==> src/rtl/pkvc_pkg.sv <==
package pkvc_pkg;

	typedef enum logic [2:0] {
		CFG_KEY_ROW_STRIDE   = 3'd0,
		CFG_VALUE_ROW_STRIDE = 3'd1,
		CFG_HEAD_COUNT       = 3'd2,
		CFG_HEAD_LENGTH      = 3'd3,
		CFG_SLOTS_PER_BLOCK  = 3'd4,
		CFG_VECTOR_GROUP     = 3'd5
	} cfg_reg_t;

	typedef struct packed {
		logic [16:0] key_row_stride;
		logic [16:0] value_row_stride;
		logic [6:0]  head_count;
		logic [8:0]  head_length;
		logic [8:0]  slots_per_block;
		logic [4:0]  vector_group;
	} cfg_t;

	localparam cfg_t CfgReset = '{
		key_row_stride:   17'd4096,
		value_row_stride: 17'd4096,
		head_count:       7'd32,
		head_length:      9'd128,
		slots_per_block:  9'd16,
		vector_group:     5'd8
	};

	typedef struct packed {
		logic        wvalid;
		logic [15:0] token;
		logic [19:0] slot;
		logic [13:0] elem;
		logic [31:0] kdat;
		logic [31:0] vdat;
	} item_t;

	localparam int FifoDepth = 4;
	localparam int FifoPtrBits = 2;

	localparam int SlotDivEnd = 20;
	localparam int ElemDivEnd = 14;
	localparam int GroupDivEnd = 9;
	localparam int DivStages = 23;

endpackage

==> src/rtl/pkvc_fifo.sv <==
module pkvc_fifo import pkvc_pkg::*; (
	input  logic  clk,
	input  logic  arst_n,
	input  logic  push,
	input  item_t push_item,
	output logic  full,
	input  logic  pop,
	output logic  empty,
	output item_t head
);

	item_t                  mem_q [FifoDepth];
	logic [FifoPtrBits-1:0] wr_q;
	logic [FifoPtrBits-1:0] rd_q;
	logic [FifoPtrBits:0]   cnt_q;
	logic                   do_pop;

	assign full = (cnt_q == (FifoPtrBits+1)'(FifoDepth));
	assign empty = (cnt_q == '0);
	assign head = mem_q[rd_q];
	assign do_pop = pop && !empty;

	always_ff @(posedge clk or negedge arst_n) begin
		if (!arst_n) begin
			wr_q <= '0;
			rd_q <= '0;
			cnt_q <= '0;
		end else begin
			if (push) wr_q <= wr_q + 1'b1;
			if (do_pop) rd_q <= rd_q + 1'b1;
			if (push && !do_pop) cnt_q <= cnt_q + 1'b1;
			else if (!push && do_pop) cnt_q <= cnt_q - 1'b1;
		end
	end

	always_ff @(posedge clk) begin
		if (push) mem_q[wr_q] <= push_item;
	end

endmodule

==> config.mk <==
export PLATFORM = sky130hd
export DESIGN_NAME = pkvc_fifo
export DESIGN_NICKNAME = d
export VERILOG_FILES = /design/src/rtl/pkvc_pkg.sv /design/src/rtl/pkvc_fifo.sv
export SDC_FILE = /design/constraint.sdc
export NUM_CORES = 1
export LEC_CHECK = 0
export BUFFER_PORTS_ARGS = -buffer_cell sky130_fd_sc_hd__buf_2
export CELL_PAD_IN_SITES_DETAIL_PLACEMENT = 0
export CELL_PAD_IN_SITES_GLOBAL_PLACEMENT = 1
export CORE_ASPECT_RATIO = 0.8
export CORE_MARGIN = 1
export CORE_UTILIZATION = 47
export CTS_BUF_LIST = sky130_fd_sc_hd__clkbuf_4
export DETAILED_ROUTE_END_ITERATION = 8
export GPL_ROUTABILITY_DRIVEN = 0
export PLACE_DENSITY = 0.89
export SETUP_SLACK_MARGIN = 0.1
export SLEW_MARGIN = 25
export SYNTH_ARGS = -nofsm -noshare
export SYNTH_HDL_FRONTEND = slang
export SYNTH_SLANG_ARGS = --single-unit
==> constraint.sdc <==
create_clock -name clk -period 4 [get_ports clk]
set_clock_uncertainty 0.15 [all_clocks]
set_input_delay 0.8 -clock clk [delete_from_list [all_inputs] [get_ports clk]]
set_output_delay 0.8 -clock clk [all_outputs]
set_load 0.005 [all_outputs]
==> flow_metrics.tcl <==
set metrics [dict create \
    status "finished, final reports clean" \
    cts.sinks 467 \
    irDropWorstVdd_mv 0.644 \
    synthMuxAreaShare_pct 15.3 \
    crit_fanout 72 \
    slew_headroom_pct 58.5 \
    placed_area_sq_um 18800 \
    cts_hold_buffers 44 \
    finalHoldViolCount 0 \
    dieArea_sq_um 36800 \
    critical_path.startpoint_type "register" \
    clk-insertion-delay-late_ns 0.76 \
    criticalPathCategory "register to output port" \
    clockBufferDepth 3 \
    pwr_density_cell_nw_per_um2 693 \
    cp.required_ns 3.05 \
    finalCriticalPeriod_ns 3.47 \
    ys_seq_elements 467 \
    setup_viol 0 \
    route.detailed.drc 0 \
    nFillCells 2529 \
    drtPass1Iterations 4 \
    avgSynthCellArea_sq_um 26.7 \
    routed_wl_um 32800 \
    layout.nets 1140 \
    cts_tree "built" \
    synthesis.area_sq_um 17000 \
    fin_crit_sh_pct 86.8 \
    clk_pin_slew_worst_paths_ns 0.10 \
    syn_inst 636 \
    synth_fa_ha_area_share_pct 0.487 \
    yosys.area_share.xor_xnor_pct 0.310 \
    layout_common_cells "edfxtp_1, buf_2, clkbuf_4, mux4_2, dlygate4sd3_1" \
    ys_seq_area_share_pct 82.5 \
    fp.coreArea_sq_um 35100 \
    cts_buffers 108 \
    rows 61 \
    routed_via_density 5.19 \
    grt_max_degree 73 \
    antenna_found_initial 9 \
    crit_arrival_ns 2.52 \
    power_leakage_nw 7.22 \
    cp-end-kind "output port" \
    cts_resized 0 \
    slew_viol_final 0 \
    gr-total-overflow 0 \
    hp-class "input pin to register" \
    post_cts.repair.setup_buffers 0 \
    routedWlPerCell_um 20.8 \
    layout_commonest_cell "edfxtp_1" \
    ant_nets 0 \
    io_pins 236 \
    fmax_mhz 288 \
    die_y_um 172 \
    synth_top_family_by_area "multiplexers" \
    cts-root-buf "clkbuf_4" \
    io_buffer_count 235 \
    first_global_vias 8803 \
    max-cap-violations 0 \
    worstMarginPinSlew_ns 0.623 \
    htree_levels 3 \
    synth_compound_area_share_pct 0.0295 \
    stdcell_area_sq_um 20600 \
    vias 8190 \
    syn2layout_area_growth_pct 21.8 \
    place_ws_ns 1.28 \
    ys_warn_count 0 \
    synth-simple-area-share_pct 0.325 \
    grt_pass1_wl_um 49800 \
    rsz0062_at_grt "no" \
    final.setup.tns_ns 0 \
    place_hpwl_um 19000 \
    syn_nets 761 \
    synth_cell_types 20 \
    dieWidth_um 214 \
    grt_usage_pct 18.2 \
    dr.first_iter.drc_count 537 \
    initial_core_util_pct 48.3 \
    final_layout_size_suffix_gt1_share_pct 49.5 \
    fin_ws_ns 0.526 \
]
## cell families after synthesis
family	after synthesis
buffers and inverters	30
AND/OR/NAND/NOR	10
flip-flops	467
adder cells (fa/ha/maj)	6
multiplexers	116
XOR/XNOR	6
AO/OA/AOI/OAI	1
## power breakdown
| group | total (mW) | switching (mW) | internal, mW | leakage, nW |
|---|---|---|---|---|
| Sequential | 6.67 | 0.273 | 6.39 | 4.31 |
| Combinational | 3.94 | 1.97 | 1.96 | 2.08 |
| Clock | 3.70 | 1.79 | 1.91 | 0.834 |
| Total | 14.3 | 4.04 | 10.3 | 7.22 |
## cell type report
cell class                 instances  area, sq um  area share, %
clock inverter                    36          186          0.903
multi-input combinational        139         2810           13.6
sequential                       467        14000           67.8
antenna                            5         12.5         0.0606
clock buffer                     160         1200           5.82
timing repair buffer             295         1840           8.90
inverter                           4         15.0         0.0727
tap                              472          591           2.86
## worst max-delay path, stage by stage (launching register included)
cell and delay, ns:
dfrtp_4 0.45, buf_12 0.47, mux4_2 0.62, buf_2 0.15
## layer usage
metal / up-vias / wire, um / global-route usage (%)
li1: 3612 / - / -
met1: 4213 / 13300 / 22.4
met2: 298 / 16500 / 30.4
met3: 63 / 2240 / 5.77
met4: 4 / 695 / 7.30
met5: - / 33 / 0
## path summary, 6_finish.rpt
check	startpoint	end	slack [ns]	cells past startpoint
max	rd_q[0]	head[62]	0.53	3
min	push_item[92]	mem_q[2][92]	0.08	1
max reg2reg	cnt_q[0]	cnt_q[2]	1.69	8
min reg2reg	cnt_q[2]	cnt_q[2]	0.32	1
max in group asynchronous	arst_n	rd_q[1]	3.26	2
min in group asynchronous	arst_n	cnt_q[0]	0.25	2
## flip-flops by register name, summed over array words and instances, names as in the netlist
register,flops
wr_q,2
rd_q,2
cnt_q,3
mem_q,460
## synthesized netlist by cell type (all sizes together)
master    n  area [sq um]
nand2     2          7.51
and2      4          25.0
buf      20           134
clkbuf    6          22.5
or3       1          6.26
nor3b     1          7.51
ha        5          62.6
fa        1          20.0
nor2      1          3.75
mux4    115          2590
mux2      1          11.3
xor2      3          26.3
inv       4          15.0
edfxtp  460         13800
nand3     1          5.00
dfrtp     7           175
xnor2     3          26.3
o21ai     1          5.00
## per-stage QoR
stage | utilization [%] | hold slack, ns | power, mW | instances
finish | 58.8 | 0.0828 | 14.3 | 1578
global route | 58.8 | 0.000641 | 15.1 | 1576
CTS | 58.8 | 0.000853 | 14.5 | 1573
detailed placement | 53.6 | 0.317 | 10.8 | 1333
global placement | 53.6 | 0.311 | 10.7 | 1333
floorplan | - | 0.297 | 9.14 | 636
Note: power is estimated with default switching activity, not from simulation.
