[src/rtl/pkvc_pkg.sv]
package pkvc_pkg;

	typedef enum logic [2:0] {
		CFG_KEY_ROW_STRIDE   = 3'd0,
		CFG_VALUE_ROW_STRIDE = 3'd1,
		CFG_HEAD_COUNT       = 3'd2,
		CFG_HEAD_LENGTH      = 3'd3,
		CFG_SLOTS_PER_BLOCK  = 3'd4,
		CFG_VECTOR_GROUP     = 3'd5
	} cfg_reg_t;

	typedef struct packed {
		logic [16:0] key_row_stride;
		logic [16:0] value_row_stride;
		logic [6:0]  head_count;
		logic [8:0]  head_length;
		logic [8:0]  slots_per_block;
		logic [4:0]  vector_group;
	} cfg_t;

	localparam cfg_t CfgReset = '{
		key_row_stride:   17'd4096,
		value_row_stride: 17'd4096,
		head_count:       7'd32,
		head_length:      9'd128,
		slots_per_block:  9'd16,
		vector_group:     5'd8
	};

	typedef struct packed {
		logic        wvalid;
		logic [15:0] token;
		logic [19:0] slot;
		logic [13:0] elem;
		logic [31:0] kdat;
		logic [31:0] vdat;
	} item_t;

	localparam int FifoDepth = 4;
	localparam int FifoPtrBits = 2;

	localparam int SlotDivEnd = 20;
	localparam int ElemDivEnd = 14;
	localparam int GroupDivEnd = 9;
	localparam int DivStages = 23;

endpackage

[src/rtl/pkvc_front.sv]
module pkvc_front import pkvc_pkg::*; #(
	parameter int DATA_BITS = 32,
	parameter int MAX_SLOTS = 1048576,
	parameter int MAX_TOKENS = 65536
) (
	input  logic         s_axis_tvalid,
	output logic         s_axis_tready,
	input  logic [119:0] s_axis_tdata,
	input  cfg_t         cfg,
	input  logic         fifo_full,
	output logic         push,
	output item_t        push_item
);

	localparam logic [31:0] DataMask = (DATA_BITS >= 32) ? 32'hFFFF_FFFF :
		32'((64'd1 << DATA_BITS) - 64'd1);
	localparam logic [31:0] SlotLimit = 32'(MAX_SLOTS);
	localparam logic [31:0] TokenLimit = 32'(MAX_TOKENS);

	logic [15:0] token;
	logic [20:0] slot;
	logic [13:0] elem;
	logic [15:0] elem_limit;
	logic        ok;

	assign token = s_axis_tdata[15:0];
	assign slot = s_axis_tdata[36:16];
	assign elem = s_axis_tdata[50:37];
	assign elem_limit = 16'(cfg.head_count) * 16'(cfg.head_length);

	assign ok = !slot[20] && ({11'd0, slot} < SlotLimit) && ({16'd0, token} < TokenLimit)
		&& (cfg.head_length != '0) && (cfg.slots_per_block != '0)
		&& (cfg.vector_group != '0) && ({2'd0, elem} < elem_limit);

	assign s_axis_tready = !fifo_full;
	assign push = s_axis_tvalid && !fifo_full;

	always_comb begin
		push_item.wvalid = ok;
		push_item.token = token;
		push_item.slot = slot[19:0];
		push_item.elem = elem;
		push_item.kdat = s_axis_tdata[82:51] & DataMask;
		push_item.vdat = s_axis_tdata[114:83] & DataMask;
	end

endmodule

[config.mk]
export PLATFORM = sky130hd
export DESIGN_NAME = pkvc_front
export DESIGN_NICKNAME = d
export VERILOG_FILES = /design/src/rtl/pkvc_pkg.sv /design/src/rtl/pkvc_front.sv
export SDC_FILE = /design/constraint.sdc
export NUM_CORES = 1
export LEC_CHECK = 0
export ABC_AREA = 0
export BUFFER_PORTS_ARGS = -buffer_cell sky130_fd_sc_hd__buf_4
export CAP_MARGIN = 10
export CORE_AREA = 10 10 110 112
export DETAILED_ROUTE_END_ITERATION = 16
export DIE_AREA = 0 0 120 122
export PLACE_DENSITY_LB_ADDON = 0.1
export SLEW_MARGIN = 15
export SYNTH_ARGS = -nofsm -noshare
export SYNTH_HDL_FRONTEND = slang
export SYNTH_SLANG_ARGS = --single-unit
export TNS_END_PERCENT = 5
[constraint.sdc]
create_clock -name vclk -period 7.4
set_input_delay 0.74 -clock vclk [all_inputs]
set_output_delay 0.74 -clock vclk [all_outputs]
set_load 0.01 [all_outputs]
==> results.sh <==
export IMPL_die_h_um=122
export IMPL_worst_setup_path_start_kind="input port"
export IMPL_nClkBuffers=0
export IMPL_worstPathRequired_ps=6660
export IMPL_synthAdderAreaFrac_pct=39.44
export IMPL_dp_slack_ps=751.1
export IMPL_path_buf_inv=6
export IMPL_vdd_drop_max_mv=0.06522
export IMPL_hold_violations=0
export IMPL_fin_ws_ps=750.8
export IMPL_start_util_pct=32.02
export IMPL_antenna_left=0
export IMPL_regArea_um2=0
export IMPL_gr_total_overflow=0
export IMPL_n_antenna_cell=0
export IMPL_core_area_um2=10050
export IMPL_multi_input_area_um2=2206
export IMPL_maxCapViolCount=0
export IMPL_dr_pass1_iters=4
export IMPL_drt_iter0_markers=35
export IMPL_synthMuxAreaShare_pct=0
export IMPL_drive_gt1_share_pct=20.71
export IMPL_antenna_found_initial=0
export IMPL_hold_depth=0
export IMPL_fin_setup_tns_ps=0
export IMPL_dieArea_um2=14640
export IMPL_placementRows=37
export IMPL_yosys_warnings=0
export IMPL_grt_max_degree=10
export IMPL_outcome="finished, final reports clean"
export IMPL_vias=2153
export IMPL_synth_xor_area_share_pct=2.995
export IMPL_rsz0062_at_grt="false"
export IMPL_nets=607
export IMPL_post_cts_setup_buffer_count=0
export IMPL_place_hpwl_um=6282
export IMPL_hp_start="s_axis_tdata[7]"
export IMPL_slowest_stage="fa_1"
export IMPL_crit_path_end_kind="primary output"
export IMPL_grt_pass1_vias=2483
export IMPL_crit_fanout=9
export IMPL_power_density_nw_per_um2=206.9
export IMPL_critPathMaxStageDelay_ps=540
export IMPL_finalSetupViolCount=0
export IMPL_synth_compound_area_share_pct=9.841
export IMPL_period_share_pct=89.85
export IMPL_synth_top_family_by_area="adder cells"
export IMPL_grt_pass1_wl_um=12050
export IMPL_crit_family="adder cells"
export IMPL_n_fill_cell=1117
export IMPL_wl_um=7034
export IMPL_drv_slew=0
export IMPL_avgSynthCellArea_um2=8.248
export IMPL_holdBufCountCts=0
export IMPL_yosysSeqAreaShare_pct=0
export IMPL_vias_per_cell=4.542
export IMPL_worstHoldPathType="in2out"
export IMPL_syn_area_um2=3217
export IMPL_area_delta_synth_final_pct=-6.768
export IMPL_cp_arrival_ps=5910
export IMPL_synth_simple_area_share_pct=16.30
export IMPL_post_cts_resized=0
export IMPL_die_x_um=120
export IMPL_io_pins=303
export IMPL_max_slew_margin_rel_pct=77.80
export IMPL_tightest_slew_ps=331.0
export IMPL_critical_path_class="in2out"
export IMPL_drc=0
export IMPL_crit_chain="buf_4, and2_1, fa_1, inv_1, fa_1, inv_1, fa_1, inv_1, fa_1, inv_1, ha_1, o21a_1, o31a_1, a41oi_2, xor2_1, ha_1, a21oi_1, o21ai_0, a211oi_1, o31a_1, o21ai_0, a31oi_1, buf_4"
export IMPL_grtUsageTotal_pct=9.433
export IMPL_power_leakage_uw=0.001523
export IMPL_wl_per_cell_um=14.84
export IMPL_synth_fp_nets=657
export IMPL_fmax_ghz=0.1504
export IMPL_seq_cell_count=0
export IMPL_netlist_cell_type_count=33
export IMPL_gp_congestion=0.7108
export IMPL_hold_end="push_item[105]"
export IMPL_syn_inst=390
export IMPL_finalCriticalPeriod_ps=6649
export IMPL_io_buffers=64
[final cells by class]
type,instances,share of cell area [%]
inverters,38,4.756
repair buffers,64,16.02
well taps,136,5.674
multi-input cells,236,73.55
[metal layers]
layer / share of wire [%] / vias to the layer above / track usage [%]
li1: - / 1039 / -
met1: 41 / 1020 / 11.26
met2: 50 / 86 / 16.82
met3: 8.1 / 8 / 3.099
met4: 0.23 / 0 / 0.6787
met5: 0 / - / 0
[synthesized netlist by cell type]
| library cell | number | area (um^2) |
|---|---|---|
| a211o_1 | 1 | 8.760 |
| a211oi_1 | 1 | 7.510 |
| a211oi_2 | 1 | 12.51 |
| a21o_1 | 4 | 30.03 |
| a21oi_1 | 13 | 65.06 |
| a21oi_2 | 2 | 17.52 |
| a31o_2 | 1 | 8.760 |
| a31oi_1 | 4 | 25.02 |
| a41o_1 | 1 | 10.01 |
| a41oi_2 | 1 | 16.27 |
| and2_1 | 51 | 319.1 |
| and3_1 | 1 | 6.260 |
| buf_2 | 1 | 5.000 |
| buf_4 | 115 | 863.3 |
| fa_1 | 34 | 680.7 |
| ha_1 | 47 | 588.1 |
| inv_1 | 38 | 142.6 |
| nand2_1 | 19 | 71.32 |
| nand2b_1 | 2 | 12.51 |
| nand3_1 | 5 | 25.02 |
| nor2_1 | 9 | 33.78 |
| nor2b_1 | 2 | 12.51 |
| nor3_1 | 5 | 25.02 |
| nor4_1 | 2 | 12.51 |
| o211ai_1 | 1 | 7.510 |
| o21a_1 | 3 | 22.52 |
| o21ai_0 | 9 | 45.04 |
| o21ai_1 | 2 | 10.01 |
| o31a_1 | 2 | 17.52 |
| o31ai_2 | 1 | 12.51 |
| or2_1 | 1 | 6.260 |
| xnor2_1 | 4 | 35.03 |
| xor2_1 | 7 | 61.31 |
[cells in the final DEF (no fill, tap or decap), types with 2 or more instances in the layout]
master / synthesis / layout
xnor2_1: 4 / 4
a21oi_1: 13 / 13
o31a_1: 2 / 2
a31oi_1: 4 / 4
fa_1: 34 / 34
ha_1: 47 / 47
nor4_1: 2 / 2
nor3_1: 5 / 5
o21ai_0: 9 / 9
a21o_1: 4 / 4
buf_4: 115 / 64
o21ai_1: 2 / 2
xor2_1: 7 / 7
nand2b_1: 2 / 2
and2_1: 51 / 51
nor2_1: 9 / 9
nand2_1: 19 / 19
nor2b_1: 2 / 2
nand3_1: 5 / 5
o21a_1: 3 / 3
inv_1: 38 / 38
a21oi_2: 2 / 2
[how the worst max path moves through the flow]
stage                     cells past startpoint             end  slack (ps)  startpoint
after global routing                         23  push_item[114]         380     cfg[26]
after CTS                                    23  push_item[114]         730     cfg[26]
after floorplan                              22  push_item[114]        1380     cfg[26]
after detailed placement                     23  push_item[114]         750     cfg[26]
final                                        23  push_item[114]         750     cfg[26]
after global placement                       23  push_item[114]         760     cfg[26]
[cells by family (layout without fill, tap and decap cells)]
family / Yosys count / after routing
AND/OR/NAND/NOR: 97 / 97
XOR/XNOR: 11 / 11
AO/OA/AOI/OAI: 47 / 47
buffers and inverters: 154 / 102
adder cells (fa/ha/maj): 81 / 81
[metrics by stage]
| stage | utilization (%) | area, um^2 | total power, uW | std cells | hold slack [ps] |
|---|---|---|---|---|---|
| 4_1_cts | 29.85 | 2999 | 639.9 | 474 | 1480 |
| 6_report | 29.85 | 2999 | 620.5 | 474 | 1480 |
| 5_1_grt | 29.85 | 2999 | 730.9 | 474 | 1480 |
| 2_1_floorplan | - | 3217 | 535.6 | 390 | 1524 |
| 3_3_place_gp | 29.85 | 2999 | 627.8 | 474 | 1480 |
| 3_5_place_dp | 29.85 | 2999 | 633.5 | 474 | 1480 |
[report_power, final]
group,switching (uW),total [uW],internal [uW],leakage [uW]
Clock,0,0,0,0
Combinational,335,620,286,0.00152
Sequential,0,0,0,0
Note: power is estimated with default switching activity, not from simulation.
